==> src/hw/rtl/grid_local_minimum_risk_sum_core_assert.svh <==
// Assertion macros shared by the core, glmrs_seq and glmrs_eval.
`ifndef GRID_LOCAL_MINIMUM_RISK_SUM_CORE_ASSERT_SVH
`define GRID_LOCAL_MINIMUM_RISK_SUM_CORE_ASSERT_SVH

// The consequence must hold in the same cycle as the antecedent.
`define GLMRS_ASSERT_SAME(name, ante, cons, msg) \
    name: assert property (@(posedge clk) disable iff (!rst_n) (ante) |-> (cons)) \
        else $error(msg);

// The consequence must hold in the cycle after the antecedent.
`define GLMRS_ASSERT_NEXT(name, ante, cons, msg) \
    name: assert property (@(posedge clk) disable iff (!rst_n) (ante) |=> (cons)) \
        else $error(msg);

`endif

==> src/hw/rtl/glmrs_pkg.sv <==
package glmrs_pkg;

    localparam int MAX_WIDTH_DEF  = 128;
    localparam int MAX_HEIGHT_DEF = 128;

    localparam int DIM_W       = 8;
    localparam int HEIGHT_W    = 4;
    localparam int SUM_W       = 18;
    localparam int ADD_W       = 6;
    localparam int WORD_W      = 2 * HEIGHT_W;
    localparam int CFG_INDEX_W = 1;

    localparam logic [DIM_W-1:0]    DIM_RESET = 8'd100;
    localparam logic [HEIGHT_W-1:0] LOW_LIMIT = 4'd9;

    localparam logic [CFG_INDEX_W-1:0] CFG_GRID_WIDTH  = 1'b0;
    localparam logic [CFG_INDEX_W-1:0] CFG_GRID_HEIGHT = 1'b1;

    // Position of one request within the grid, decided when it is accepted.
    typedef struct packed {
        logic r_ge1;
        logic r_ge2;
        logic last_row;
        logic c_ge1;
        logic c_ge2;
        logic end_col;
        logic grid_end;
    } cell_flags_t;

    // Returns height plus one for a low point and zero otherwise.
    function automatic logic [HEIGHT_W-1:0] judge(
        input logic                s,
        input logic                hl,
        input logic [HEIGHT_W-1:0] l,
        input logic                hr,
        input logic [HEIGHT_W-1:0] r,
        input logic                hu,
        input logic [HEIGHT_W-1:0] u,
        input logic                hd,
        input logic [HEIGHT_W-1:0] d,
        input logic [HEIGHT_W-1:0] sv
    );
        logic ok;
        ok = s && (sv < LOW_LIMIT)
            && (!hl || (sv < l)) && (!hr || (sv < r))
            && (!hu || (sv < u)) && (!hd || (sv < d));
        return ok ? sv + 4'd1 : '0;
    endfunction

endpackage

==> src/hw/rtl/grid_local_minimum_risk_sum_core.sv <==
// The risk sum is registered: the last cell of a grid passes the evaluation stage, then the output register.
// Throughput: one cell per cycle unless stalled, set by the single read and single write
// per cycle of the row store RAM; a same-column read and write is covered by forwarding.
// Input stalls only while a finished sum waits and the next grid ends as well.
// Reset clears counters, the running sum and valid flags and sets both dimensions
// to 100; the row store is not cleared, as words read in a grid's first row are unused.
`include "grid_local_minimum_risk_sum_core_assert.svh"

module grid_local_minimum_risk_sum_core #(
    parameter int MAX_WIDTH  = glmrs_pkg::MAX_WIDTH_DEF,
    parameter int MAX_HEIGHT = glmrs_pkg::MAX_HEIGHT_DEF
) (
    input  logic                                 clk,
    input  logic                                 rst_n,
    input  logic                                 cfg_write,
    input  logic [glmrs_pkg::CFG_INDEX_W-1:0]    cfg_index,
    input  logic [glmrs_pkg::DIM_W-1:0]          cfg_data,
    input  logic                                 in_valid,
    output logic                                 in_stall,
    input  logic [glmrs_pkg::HEIGHT_W-1:0]       height,
    output logic                                 out_valid,
    input  logic                                 out_stall,
    output logic [glmrs_pkg::SUM_W-1:0]          risk_sum
);

    localparam int CAW = (MAX_WIDTH > 1) ? $clog2(MAX_WIDTH) : 1;

    logic                          acc;
    logic                          advance;
    logic [CAW-1:0]                cell_addr;
    glmrs_pkg::cell_flags_t        cell_flags;
    logic [glmrs_pkg::WORD_W-1:0]  rd_data;
    logic                          wr_en;
    logic [CAW-1:0]                wr_addr;
    logic [glmrs_pkg::WORD_W-1:0]  wr_data;
    logic                          pend_end;
    logic                          final_done;
    logic [glmrs_pkg::SUM_W-1:0]   final_sum;
    logic                          out_valid_reg;
    logic                          out_valid_next;
    logic [glmrs_pkg::SUM_W-1:0]   risk_sum_reg;

    assign advance  = !(pend_end && out_valid_reg && out_stall);
    assign in_stall = !advance;
    assign acc      = in_valid && advance;

    glmrs_seq #(
        .MAX_WIDTH  (MAX_WIDTH),
        .MAX_HEIGHT (MAX_HEIGHT)
    ) u_seq (
        .clk        (clk),
        .rst_n      (rst_n),
        .cfg_write  (cfg_write),
        .cfg_index  (cfg_index),
        .cfg_data   (cfg_data),
        .acc        (acc),
        .cell_addr  (cell_addr),
        .cell_flags (cell_flags)
    );

    glmrs_ram #(
        .WIDTH (glmrs_pkg::WORD_W),
        .DEPTH (MAX_WIDTH)
    ) u_row_ram (
        .clk     (clk),
        .wr_en   (wr_en),
        .wr_addr (wr_addr),
        .wr_data (wr_data),
        .rd_en   (acc),
        .rd_addr (cell_addr),
        .rd_data (rd_data)
    );

    glmrs_eval #(
        .MAX_WIDTH (MAX_WIDTH)
    ) u_eval (
        .clk        (clk),
        .rst_n      (rst_n),
        .cfg_clear  (cfg_write),
        .advance    (advance),
        .acc        (acc),
        .in_height  (height),
        .in_addr    (cell_addr),
        .in_flags   (cell_flags),
        .rd_data    (rd_data),
        .wr_en      (wr_en),
        .wr_addr    (wr_addr),
        .wr_data    (wr_data),
        .pend_end   (pend_end),
        .final_done (final_done),
        .final_sum  (final_sum)
    );

    always_comb
    begin
        out_valid_next = out_valid_reg;
        if (final_done)
        begin
            out_valid_next = 1'b1;
        end
        else if (out_valid_reg && !out_stall)
        begin
            out_valid_next = 1'b0;
        end
    end

    always_ff @(posedge clk or negedge rst_n)
    begin
        if (!rst_n)
        begin
            out_valid_reg <= 1'b0;
        end
        else
        begin
            out_valid_reg <= out_valid_next;
        end
    end

    always_ff @(posedge clk)
    begin
        if (final_done)
        begin
            risk_sum_reg <= final_sum;
        end
    end

    assign out_valid = out_valid_reg;
    assign risk_sum  = risk_sum_reg;

    `GLMRS_ASSERT_SAME(a_stall_cause, in_stall, out_valid_reg && out_stall,
        "Input stalled while the output register was free.")
    `GLMRS_ASSERT_NEXT(a_final_shown, final_done, out_valid_reg,
        "Finished sum was not presented.")
    `GLMRS_ASSERT_NEXT(a_final_value, final_done, risk_sum_reg == $past(final_sum),
        "Presented sum differs from the finished sum.")

endmodule

==> src/hw/rtl/glmrs_ram.sv <==
module glmrs_ram #(
    parameter int WIDTH = 8,
    parameter int DEPTH = 128,
    localparam int AW = (DEPTH > 1) ? $clog2(DEPTH) : 1
) (
    input  logic             clk,
    input  logic             wr_en,
    input  logic [AW-1:0]    wr_addr,
    input  logic [WIDTH-1:0] wr_data,
    input  logic             rd_en,
    input  logic [AW-1:0]    rd_addr,
    output logic [WIDTH-1:0] rd_data
);

    logic [WIDTH-1:0] mem_reg [DEPTH];
    logic [WIDTH-1:0] rd_data_reg;

    always_ff @(posedge clk)
    begin
        if (wr_en)
        begin
            mem_reg[wr_addr] <= wr_data;
        end
        if (rd_en)
        begin
            rd_data_reg <= mem_reg[rd_addr];
        end
    end

    assign rd_data = rd_data_reg;

endmodule

==> src/hw/rtl/glmrs_seq.sv <==
`include "grid_local_minimum_risk_sum_core_assert.svh"

module glmrs_seq #(
    parameter int MAX_WIDTH  = glmrs_pkg::MAX_WIDTH_DEF,
    parameter int MAX_HEIGHT = glmrs_pkg::MAX_HEIGHT_DEF,
    localparam int CAW = (MAX_WIDTH > 1) ? $clog2(MAX_WIDTH) : 1,
    localparam int RAW = (MAX_HEIGHT > 1) ? $clog2(MAX_HEIGHT) : 1
) (
    input  logic                                 clk,
    input  logic                                 rst_n,
    input  logic                                 cfg_write,
    input  logic [glmrs_pkg::CFG_INDEX_W-1:0]    cfg_index,
    input  logic [glmrs_pkg::DIM_W-1:0]          cfg_data,
    input  logic                                 acc,
    output logic [CAW-1:0]                       cell_addr,
    output glmrs_pkg::cell_flags_t               cell_flags
);

    logic [glmrs_pkg::DIM_W-1:0] width_reg;
    logic [glmrs_pkg::DIM_W-1:0] height_reg;
    logic [CAW-1:0]              col_reg;
    logic [CAW-1:0]              col_next;
    logic [RAW-1:0]              row_reg;
    logic [RAW-1:0]              row_next;
    logic [CAW-1:0]              last_col;
    logic [RAW-1:0]              last_row_v;
    logic                        end_col;
    logic                        row_last;

    // A dimension of zero acts as one, and one above the maximum saturates.
    always_comb
    begin
        if (width_reg == '0)
        begin
            last_col = '0;
        end
        else if (32'(width_reg) > MAX_WIDTH)
        begin
            last_col = CAW'(MAX_WIDTH - 1);
        end
        else
        begin
            last_col = CAW'(width_reg - 8'd1);
        end

        if (height_reg == '0)
        begin
            last_row_v = '0;
        end
        else if (32'(height_reg) > MAX_HEIGHT)
        begin
            last_row_v = RAW'(MAX_HEIGHT - 1);
        end
        else
        begin
            last_row_v = RAW'(height_reg - 8'd1);
        end
    end

    assign end_col  = (col_reg == last_col);
    assign row_last = (row_reg == last_row_v);

    always_comb
    begin
        col_next = col_reg;
        row_next = row_reg;
        if (acc)
        begin
            if (end_col)
            begin
                col_next = '0;
                row_next = row_last ? '0 : row_reg + RAW'(1);
            end
            else
            begin
                col_next = col_reg + CAW'(1);
            end
        end
    end

    always_ff @(posedge clk or negedge rst_n)
    begin
        if (!rst_n)
        begin
            width_reg  <= glmrs_pkg::DIM_RESET;
            height_reg <= glmrs_pkg::DIM_RESET;
            col_reg    <= '0;
            row_reg    <= '0;
        end
        else if (cfg_write)
        begin
            unique case (cfg_index)
                glmrs_pkg::CFG_GRID_WIDTH:  width_reg  <= cfg_data;
                glmrs_pkg::CFG_GRID_HEIGHT: height_reg <= cfg_data;
                default: ;
            endcase
            col_reg <= '0;
            row_reg <= '0;
        end
        else
        begin
            col_reg <= col_next;
            row_reg <= row_next;
        end
    end

    assign cell_addr           = col_reg;
    assign cell_flags.r_ge1    = (row_reg != '0);
    assign cell_flags.r_ge2    = (row_reg > RAW'(1));
    assign cell_flags.last_row = row_last;
    assign cell_flags.c_ge1    = (col_reg != '0);
    assign cell_flags.c_ge2    = (col_reg > CAW'(1));
    assign cell_flags.end_col  = end_col;
    assign cell_flags.grid_end = end_col && row_last;

    `GLMRS_ASSERT_NEXT(a_col_wrap, acc && !cfg_write && end_col, col_reg == '0,
        "Column counter did not wrap at the end of a row.")

endmodule

==> src/hw/rtl/glmrs_eval.sv <==
`include "grid_local_minimum_risk_sum_core_assert.svh"

module glmrs_eval #(
    parameter int MAX_WIDTH = glmrs_pkg::MAX_WIDTH_DEF,
    localparam int CAW = (MAX_WIDTH > 1) ? $clog2(MAX_WIDTH) : 1
) (
    input  logic                                 clk,
    input  logic                                 rst_n,
    input  logic                                 cfg_clear,
    input  logic                                 advance,
    input  logic                                 acc,
    input  logic [glmrs_pkg::HEIGHT_W-1:0]       in_height,
    input  logic [CAW-1:0]                       in_addr,
    input  glmrs_pkg::cell_flags_t               in_flags,
    input  logic [glmrs_pkg::WORD_W-1:0]         rd_data,
    output logic                                 wr_en,
    output logic [CAW-1:0]                       wr_addr,
    output logic [glmrs_pkg::WORD_W-1:0]         wr_data,
    output logic                                 pend_end,
    output logic                                 final_done,
    output logic [glmrs_pkg::SUM_W-1:0]          final_sum
);

    localparam int HW = glmrs_pkg::HEIGHT_W;
    localparam int SW = glmrs_pkg::SUM_W;
    localparam int AW = glmrs_pkg::ADD_W;

    logic                          b_valid_reg;
    glmrs_pkg::cell_flags_t        b_flags_reg;
    logic [CAW-1:0]                b_addr_reg;
    logic [HW-1:0]                 b_height_reg;
    logic                          fwd_hit_reg;
    logic [glmrs_pkg::WORD_W-1:0]  fwd_data_reg;
    logic [HW-1:0]                 c1_u_reg;
    logic [HW-1:0]                 c1_m_reg;
    logic [HW-1:0]                 c1_d_reg;
    logic [HW-1:0]                 c2_m_reg;
    logic [HW-1:0]                 c2_d_reg;
    logic [SW-1:0]                 total_reg;
    logic [SW-1:0]                 total_next;

    logic [glmrs_pkg::WORD_W-1:0]  cur_word;
    logic [HW-1:0]                 cur_u;
    logic [HW-1:0]                 cur_m;
    logic [HW-1:0]                 cur_d;
    logic [HW-1:0]                 j_mid_left;
    logic [HW-1:0]                 j_low_left;
    logic [HW-1:0]                 j_mid_end;
    logic [HW-1:0]                 j_low_end;
    logic [AW-1:0]                 add;
    logic                          step;

    // The row store word holds the row two above in its upper half and the
    // row just above in its lower half.
    assign cur_word = fwd_hit_reg ? fwd_data_reg : rd_data;
    assign cur_u    = cur_word[glmrs_pkg::WORD_W-1:HW];
    assign cur_m    = cur_word[HW-1:0];
    assign cur_d    = b_height_reg;

    // The cells of the previous column are judged now that their right
    // neighbors are here; at the end of a row the current column is judged too.
    always_comb
    begin
        j_mid_left = glmrs_pkg::judge(b_flags_reg.r_ge1 && b_flags_reg.c_ge1,
            b_flags_reg.c_ge2, c2_m_reg, 1'b1, cur_m,
            b_flags_reg.r_ge2, c1_u_reg, 1'b1, c1_d_reg, c1_m_reg);
        j_low_left = glmrs_pkg::judge(b_flags_reg.last_row && b_flags_reg.c_ge1,
            b_flags_reg.c_ge2, c2_d_reg, 1'b1, cur_d,
            b_flags_reg.r_ge1, c1_m_reg, 1'b0, '0, c1_d_reg);
        j_mid_end = glmrs_pkg::judge(b_flags_reg.r_ge1 && b_flags_reg.end_col,
            b_flags_reg.c_ge1, c1_m_reg, 1'b0, '0,
            b_flags_reg.r_ge2, cur_u, 1'b1, cur_d, cur_m);
        j_low_end = glmrs_pkg::judge(b_flags_reg.last_row && b_flags_reg.end_col,
            b_flags_reg.c_ge1, c1_d_reg, 1'b0, '0,
            b_flags_reg.r_ge1, cur_m, 1'b0, '0, cur_d);
        add = AW'(j_mid_left) + AW'(j_low_left) + AW'(j_mid_end) + AW'(j_low_end);
    end

    assign step       = b_valid_reg && advance;
    assign wr_en      = step;
    assign wr_addr    = b_addr_reg;
    assign wr_data    = {cur_m, cur_d};
    assign pend_end   = b_valid_reg && b_flags_reg.grid_end;
    assign final_done = step && b_flags_reg.grid_end;
    assign final_sum  = total_reg + SW'(add);

    always_comb
    begin
        total_next = total_reg;
        if (cfg_clear)
        begin
            total_next = '0;
        end
        else if (step)
        begin
            total_next = b_flags_reg.grid_end ? '0 : final_sum;
        end
    end

    always_ff @(posedge clk or negedge rst_n)
    begin
        if (!rst_n)
        begin
            b_valid_reg <= 1'b0;
            fwd_hit_reg <= 1'b0;
            total_reg   <= '0;
        end
        else
        begin
            total_reg <= total_next;
            if (advance)
            begin
                b_valid_reg <= acc;
            end
            if (acc)
            begin
                fwd_hit_reg <= b_valid_reg && (b_addr_reg == in_addr);
            end
        end
    end

    always_ff @(posedge clk)
    begin
        if (acc)
        begin
            b_flags_reg  <= in_flags;
            b_addr_reg   <= in_addr;
            b_height_reg <= in_height;
            fwd_data_reg <= wr_data;
        end
        if (step)
        begin
            c1_u_reg <= cur_u;
            c1_m_reg <= cur_m;
            c1_d_reg <= cur_d;
            c2_m_reg <= c1_m_reg;
            c2_d_reg <= c1_d_reg;
        end
    end

    `GLMRS_ASSERT_SAME(a_end_position, pend_end,
        b_flags_reg.end_col && b_flags_reg.last_row,
        "Grid end flagged away from the last cell.")

endmodule
==> config.mk <==
export PLATFORM = sky130hd
export DESIGN_NAME = grid_local_minimum_risk_sum_core
export DESIGN_NICKNAME = d
export VERILOG_FILES = /design/src/hw/rtl/glmrs_pkg.sv /design/src/hw/rtl/grid_local_minimum_risk_sum_core.sv /design/src/hw/rtl/glmrs_ram.sv /design/src/hw/rtl/glmrs_seq.sv /design/src/hw/rtl/glmrs_eval.sv
export VERILOG_INCLUDE_DIRS = /design/src /design/src/hw/rtl
export SDC_FILE = /design/constraint.sdc
export NUM_CORES = 1
export LEC_CHECK = 0
export BUFFER_PORTS_ARGS = -buffer_cell sky130_fd_sc_hd__buf_2
export CAP_MARGIN = 20
export CORE_UTILIZATION = 38
export DETAILED_ROUTE_END_ITERATION = 6
export PLACE_DENSITY = 0.58
export SLEW_MARGIN = 5
export SYNTH_ARGS = -nofsm -noshare
export SYNTH_HDL_FRONTEND = slang
export SYNTH_HIERARCHICAL = 1
export SYNTH_SLANG_ARGS = --single-unit
==> constraint.sdc <==
create_clock -name clk -period 19 [get_ports clk]
set_input_delay 4.75 -clock clk [delete_from_list [all_inputs] [get_ports clk]]
set_output_delay 4.75 -clock clk [all_outputs]
set_load 0.005 [all_outputs]
==> metrics.cfg, run 1 <==
[status]
status=complete, no violations

[floorplan]
fp-row-count=128
fp.dieArea_um2=125000
io_pins=38
initial_core_util_pct=38.5
core_um2=122000
die_w_um=354
die_h_um=354

[sta]
tightest_slew_ns=1.04
finalMaxSlewViolations=0
fmax_ghz=0.101
finalHoldViolCount=0
skew_ns=0.0358
relSlewSlack_pct=31.0
rsz0062_at_grt=no
setup_viol=0
layout_min_cycle_time_ns=9.89
finalCritPeriodShare_pct=52.0
finalSetupTns_ns=0

[worst_setup_path]
crit_path_end_kind=primary output
worstPathRequired_ns=14.25
crit_start=out_stall
cp-start-kind=input port
r2r-start=u_eval/fwd_hit_reg$_DFFE_PN0P_
critPathKind=input port to primary output
cp_data_arrival_time_ns=5.14
path_max_fanout=2

[global_route]
globalRouteTotalUtil_pct=17.1
grt_max_degree=134
antenna_found_initial=2
grt_overflow=0
grt_pass1_vias=23700
grt_pass1_wl_mm=160

[cts]
post_cts_resized=0
clk_latency_ns=0.70
post_cts_buffers=0
numCtsBuffers=113
cts-root-buf=clkbuf_16
clk_pin_slew_worst_paths_ns=0.06
cts_tree=done
clkSinkCount=1147
holdBufCountCts=0
clock_path_buffers=3
cts.htree.levels=3

[finish]
fin_nets=2496
syn_to_final_growth_pct=12.4
drive_gt1_share_pct=25.5
antenna_cells=0
largest_reg_flops=1024
post-route-util_pct=43.2

[route]
drt_iter0_markers=2129
via_per_inst=5.57
finalWirelength_mm=107
vias=23000
ant_nets=0
dr.pass1.iters=6
drc=0
wl_per_cell_um=25.9

[synth]
synth_edf_count=1096
synth_area_per_cell_um2=20.2
synth_cell_types=85
ys_ff_latch=1147
synth_top_flop_cell=edfxtp_1
netlist_area_um2=47100
synth_nets=2415
yosysTopAreaCell=edfxtp_1
yosysWarningCount=6
synth_seq_area_share_pct=72.7
synth_area_leaders=edfxtp_1 (70%), mux4_2 (16%), dfrtp_1 (2.4%)
syn_inst=2329
yosys.area.top_type_share_pct=69.9
async_flop_share_pct=4.45

[job]
cap_violations=0

[power]
leakage_uw=0.0165
p_per_area_nw_per_um2=102
ir_drop_uv=69.6

[placed_design]
finalWeightedCongestion=0.812
port_buffers=37
dp_hpwl_mm=65.2

[worst_hold_path]
hold_path_class=flip-flop to flip-flop
hp-start=u_eval/total_reg[2]$_DFFE_PN0P_

cells by family after synthesis:
| kind of cell | synth area share, % |
|---|---|
| DFF | 72.7 |
| xor gates and xnor gates | 0.819 |
| buffers and inverters | 1.81 |
| AOI/OAI and AO/OA | 2.11 |
| adders and majority gates | 2.00 |
| and+or+nand+nor | 3.74 |
| muxes | 16.9 |
Yosys cell counts, types with 5 or more instances:
| master | count |
|---|---|
| o211ai_1 | 8 |
| ha_1 | 57 |
| mux2_2 | 22 |
| nor2_1 | 163 |
| clkbuf_1 | 55 |
| nand4_1 | 16 |
| a22o_1 | 7 |
| dfrtp_1 | 45 |
| o21a_1 | 7 |
| mux4_2 | 336 |
| buf_4 | 23 |
| a21oi_1 | 23 |
| nor4_1 | 5 |
| a211o_1 | 5 |
| xnor2_1 | 26 |
| nand2b_1 | 9 |
| o21ai_0 | 24 |
| or3_1 | 5 |
| buf_1 | 18 |
| o22ai_1 | 11 |
| nand2_1 | 54 |
| fa_1 | 11 |
| nor3_1 | 19 |
| nor2b_1 | 13 |
| buf_2 | 19 |
| a211oi_1 | 5 |
| nand3_1 | 43 |
| edfxtp_1 | 1096 |
| or4_1 | 6 |
| xor2_1 | 18 |
| inv_1 | 74 |
| mux2i_1 | 12 |
| dfstp_2 | 6 |
metal layers:
layer	vias up	share of wire, %	GRT usage (%)
li1	9707	-	-
met1	12300	43	24.5
met2	824	49	27.7
met3	109	6.3	2.69
met4	0	1.3	3.43
met5	-	0	0
worst max-delay path: stages:
cell and delay (ns):
buf_2 0.09, and3_4 0.18, buf_2 0.11
layout by cell type (no fill, tap or decap), types with 5 or more instances in the layout:
cell type  synthesis  routed
nand4_1           16      16
o21ai_0           24      24
nand2_1           54      54
edfxtp_1        1096    1096
a22o_1             7       7
or4_1              6       6
buf_2             19      44
bufinv_16          0      15
a211oi_1           5       5
dfstp_2            6       6
ha_1              57      57
nand3_1           43      41
clkinv_1           0      26
o22ai_1           11      11
mux2_2            22      22
clkinv_2           0      16
a211o_1            5       5
inv_1             74      70
o211ai_1           8       8
nor3_1            19      19
nand2b_1           9       9
xnor2_1           26      26
nor4_1             5       5
a21oi_1           23      23
or3_1              5       5
nor2b_1           13      13
clkbuf_1          55      22
buf_4             23      34
xor2_1            18      18
fa_1              11      11
dfrtp_1           45      41
clkbuf_16          0     115
mux4_2           336     336
mux2i_1           12      12
o21a_1             7       7
nor2_1           163     163
worst paths after layout:
kind | slack [ns] | to | cells past startpoint
max in group asynchronous | 14.25 | u_seq/cell_addr[0]$_DFFE_PN0P_ | 2
min | 0.49 | u_eval/total_reg[2]$_DFFE_PN0P_ | 2
max reg2reg | 11.74 | risk_sum[13]$_DFFE_PP_ | 21
min in group asynchronous | 4.19 | u_seq/width_reg[1]$_DFFE_PN0P_ | 2
max | 9.11 | in_stall | 3
min reg2reg | 0.49 | u_eval/total_reg[2]$_DFFE_PN0P_ | 2
where the power goes:
group | switching [µW] | internal, µW | total (µW)
registers | 28.4 | 2810 | 2830
logic | 192 | 128 | 320
clock network | 939 | 1310 | 2250
final cells by class:
cell class | instances | area [µm²]
fillers | 10500 | 69400
flip-flops and latches | 1147 | 34200
multi-input cells | 989 | 12000
clock buffers | 137 | 2960
well taps | 1625 | 2030
clock inverters | 68 | 800
repair buffers | 83 | 586
inverters | 76 | 295
per-stage QoR:
stage               worst slack, ns  cell area [µm²]  power (µW)  hold WS (ns)  instances
floorplan                      9.34            47100        3090         0.450       2329
finish                         9.11            52900        5410         0.494       4125
detailed placement             9.10            49100        3210         0.480       3916
global route                   9.08            52900        5580         0.536       4125
CTS                            9.10            52800        5460         0.496       4121
global placement               9.09            49000        3200         0.482       3907
No activity file was read; power rests on OpenSTA's default activity.
==> inputs of run 2 (changes only) <==
Clock period 19 ns to 9.7 ns, I/O delays scaled along.
==> run 2 against run 1 <==
  * Count of clock-buffer cells in the layout up 4
  * Critical endpoint is now risk_sum[13]$_DFFE_PP_
  * Combinational power is 95% higher
  * Critical path depth up 17
  * Largest power group unchanged
  * Register-to-register slack worse by 8.3 ns
==> metrics.cfg, run 2 (synthesized netlist as in run 1, its figures left out) <==
[status]
status=complete, no violations

[cts]
clk_pin_slew_worst_paths_ns=0.06  ; about the same
clk_latency_ns=0.73  ; +0.03 ns
cts-root-buf=clkbuf_16
cts_tree=done
clkSinkCount=1147  ; unchanged
post_cts_buffers=0  ; unchanged
numCtsBuffers=119  ; +5.3%
cts.htree.levels=3  ; unchanged
holdBufCountCts=0  ; unchanged
post_cts_resized=0  ; unchanged
clock_path_buffers=3  ; unchanged

[worst_setup_path]
crit_top_cell=fa_1
reg2reg_depth=20  ; -4.8%
critical-path-top-delay-family=adder cells
r2r_slack_ns=3.43  ; -8.31 ns
cp_data_arrival_time_ns=6.70  ; +1.56 ns
worst-path-buf-inv=3  ; +1
cp-start-kind=flip-flop
r2r-end=risk_sum[13]$_DFFE_PP_
crit_chain=mux2i_1 > inv_4 > ha_1 > nand4_1 > o21ai_0 > a41oi_1 > and4_1 > nand2_1 > fa_1 > fa_1 > inv_1 > fa_1 > ha_1 > inv_1 > fa_1 > nor2b_1 > o31a_1 > o31ai_2 > nor2_1 > xor2_1
r2r-start=u_eval/fwd_hit_reg$_DFFE_PN0P_
worstPathRequired_ns=10.13  ; -4.12 ns
crit_start=u_eval/fwd_hit_reg$_DFFE_PN0P_
path_max_fanout=24  ; +22
crit_path_end_kind=flip-flop
critPathKind=flip-flop to flip-flop
crit_path_top_delay_cell=o31ai_2
max_stage_delay_ns=0.68  ; +0.50 ns

[placed_design]
finalWeightedCongestion=0.808  ; -0.51%
dp_hpwl_mm=65.8  ; +0.93%
port_buffers=37  ; unchanged
dpl.cell_count=3915  ; -0.026%
pre_cts_ws_ns=3.52  ; -5.58 ns

[floorplan]
die_w_um=354  ; unchanged
core_um2=122000  ; unchanged
fp.dieArea_um2=125000  ; unchanged
die_h_um=354  ; unchanged
io_pins=38  ; unchanged
initial_core_util_pct=38.5  ; unchanged
fp-row-count=128  ; unchanged

[finish]
fin_nets=2504  ; +0.32%
mostFrequentLayoutCell=edfxtp_1
layout_common_cells=edfxtp_1 (1096), mux4_2 (336), nor2_1 (163), clkbuf_16 (119), inv_1 (70)
largest_reg_flops=1024  ; unchanged
antenna_cells=0  ; unchanged
post-route-util_pct=43.5  ; +0.29 points
drive_gt1_share_pct=26.5  ; +1.0 points
syn_to_final_growth_pct=13.2
final_cells=4146  ; +0.51%

[power]
leakage_uw=0.0167  ; +1.1%
p_per_area_nw_per_um2=203  ; +99%
ir_drop_uv=159  ; +130%

[sta]
skew_ns=0.0598  ; +0.0240 ns
rsz0062_at_grt=no
tightest_slew_ns=1.10  ; +0.0685 ns
finalSetupTns_ns=0  ; unchanged
layout_min_cycle_time_ns=6.27
worst_hold_slack_ns=0.491  ; -0.00240 ns
fmax_ghz=0.159
finalMaxSlewViolations=0  ; unchanged
finalCritPeriodShare_pct=64.7
relSlewSlack_pct=26.3  ; -4.7 points
finalHoldViolCount=0  ; unchanged
setup_viol=0  ; unchanged
layout_setup_ws_ns=3.43  ; -5.68 ns

[worst_hold_path]
hold_end=u_eval/total_reg[2]$_DFFE_PN0P_
min_path_cells=2  ; unchanged
hp-start=u_eval/total_reg[2]$_DFFE_PN0P_
hold_path_class=flip-flop to flip-flop

[job]
cap_violations=0  ; unchanged

[global_route]
globalRouteTotalUtil_pct=17.2  ; +0.15 points
grt_pass1_wl_mm=160  ; about the same
grt_max_degree=113  ; -16%
antenna_found_initial=4  ; +2
grt_pass1_vias=23900  ; +0.82%
grt_overflow=0  ; unchanged

[route]
wl_per_cell_um=25.9  ; +0.24%
vias=23200  ; +0.90%
via_per_inst=5.59  ; +0.39%
drt_iter0_markers=2381  ; +12%
finalWirelength_mm=108  ; +0.76%
dr.pass1.iters=5  ; -1
drc=0  ; unchanged
ant_nets=0  ; unchanged

[run 2: cell types whose count changed in the layout (fill, tap and decap cells not counted), moves of 3 or more]
cell       before  now
buf_2          44   37
buf_4          34   41
bufinv_16      15   18
clkbuf_16     115  119
clkinv_1       26   19
clkinv_2       16   29
clkinv_4        2    5
inv_6           0    3
nor3_1         19   16
nor3_2          0    3
[run 2: worst max path at each step]
stage | endpoint | cells past startpoint | slack, ns
after floorplan | u_eval/total_reg[17]$_DFFE_PN0P_ | 19 | 3.06
after global placement | risk_sum[15]$_DFFE_PP_ | 20 | 3.65
after detailed placement | risk_sum[13]$_DFFE_PP_ | 20 | 3.52
after CTS | risk_sum[13]$_DFFE_PP_ | 20 | 3.48
after global routing | risk_sum[11]$_DFFE_PP_ | 20 | 3.06
final | risk_sum[13]$_DFFE_PP_ | 20 | 3.43
[run 2: area by class of cell]
cell class	count	area (µm²)
Fill cell	10400	69100
Clock buffer	141	3060
Sequential cell	1147	34200
Timing Repair Buffer	85	652
Multi-Input combinational cell	989	12000
Clock inverter	83	968
Tap cell	1625	2030
Inverter	76	295
[run 2: power breakdown]
group          internal (µW)  switching (µW)
Combinational            254             371
Clock                   2740            1920
Sequential              5500            57.9
[run 2: routing by layer]
metal	vias up	wire length, µm	global-route usage [%]
li1	9738	-	-
met1	12500	46600	24.5
met2	769	52500	27.9
met3	155	6100	2.49
met4	2	2300	4.63
met5	-	12	0
[run 2: through the flow]
| stage | power [µW] | cell area [µm²] |
|---|---|---|
| after floorplan | 6060 | 47100 |
| after global placement | 6260 | 49100 |
| after detailed placement | 6280 | 49100 |
| after CTS | 10900 | 53100 |
| after global routing | 11200 | 53300 |
| final | 10800 | 53300 |
[run 2: tightest hold or removal path: stages (launching register included)]
cell and delay [ns]:
dfrtp_1 0.34, nand2_1 0.05, o21ai_0 0.06
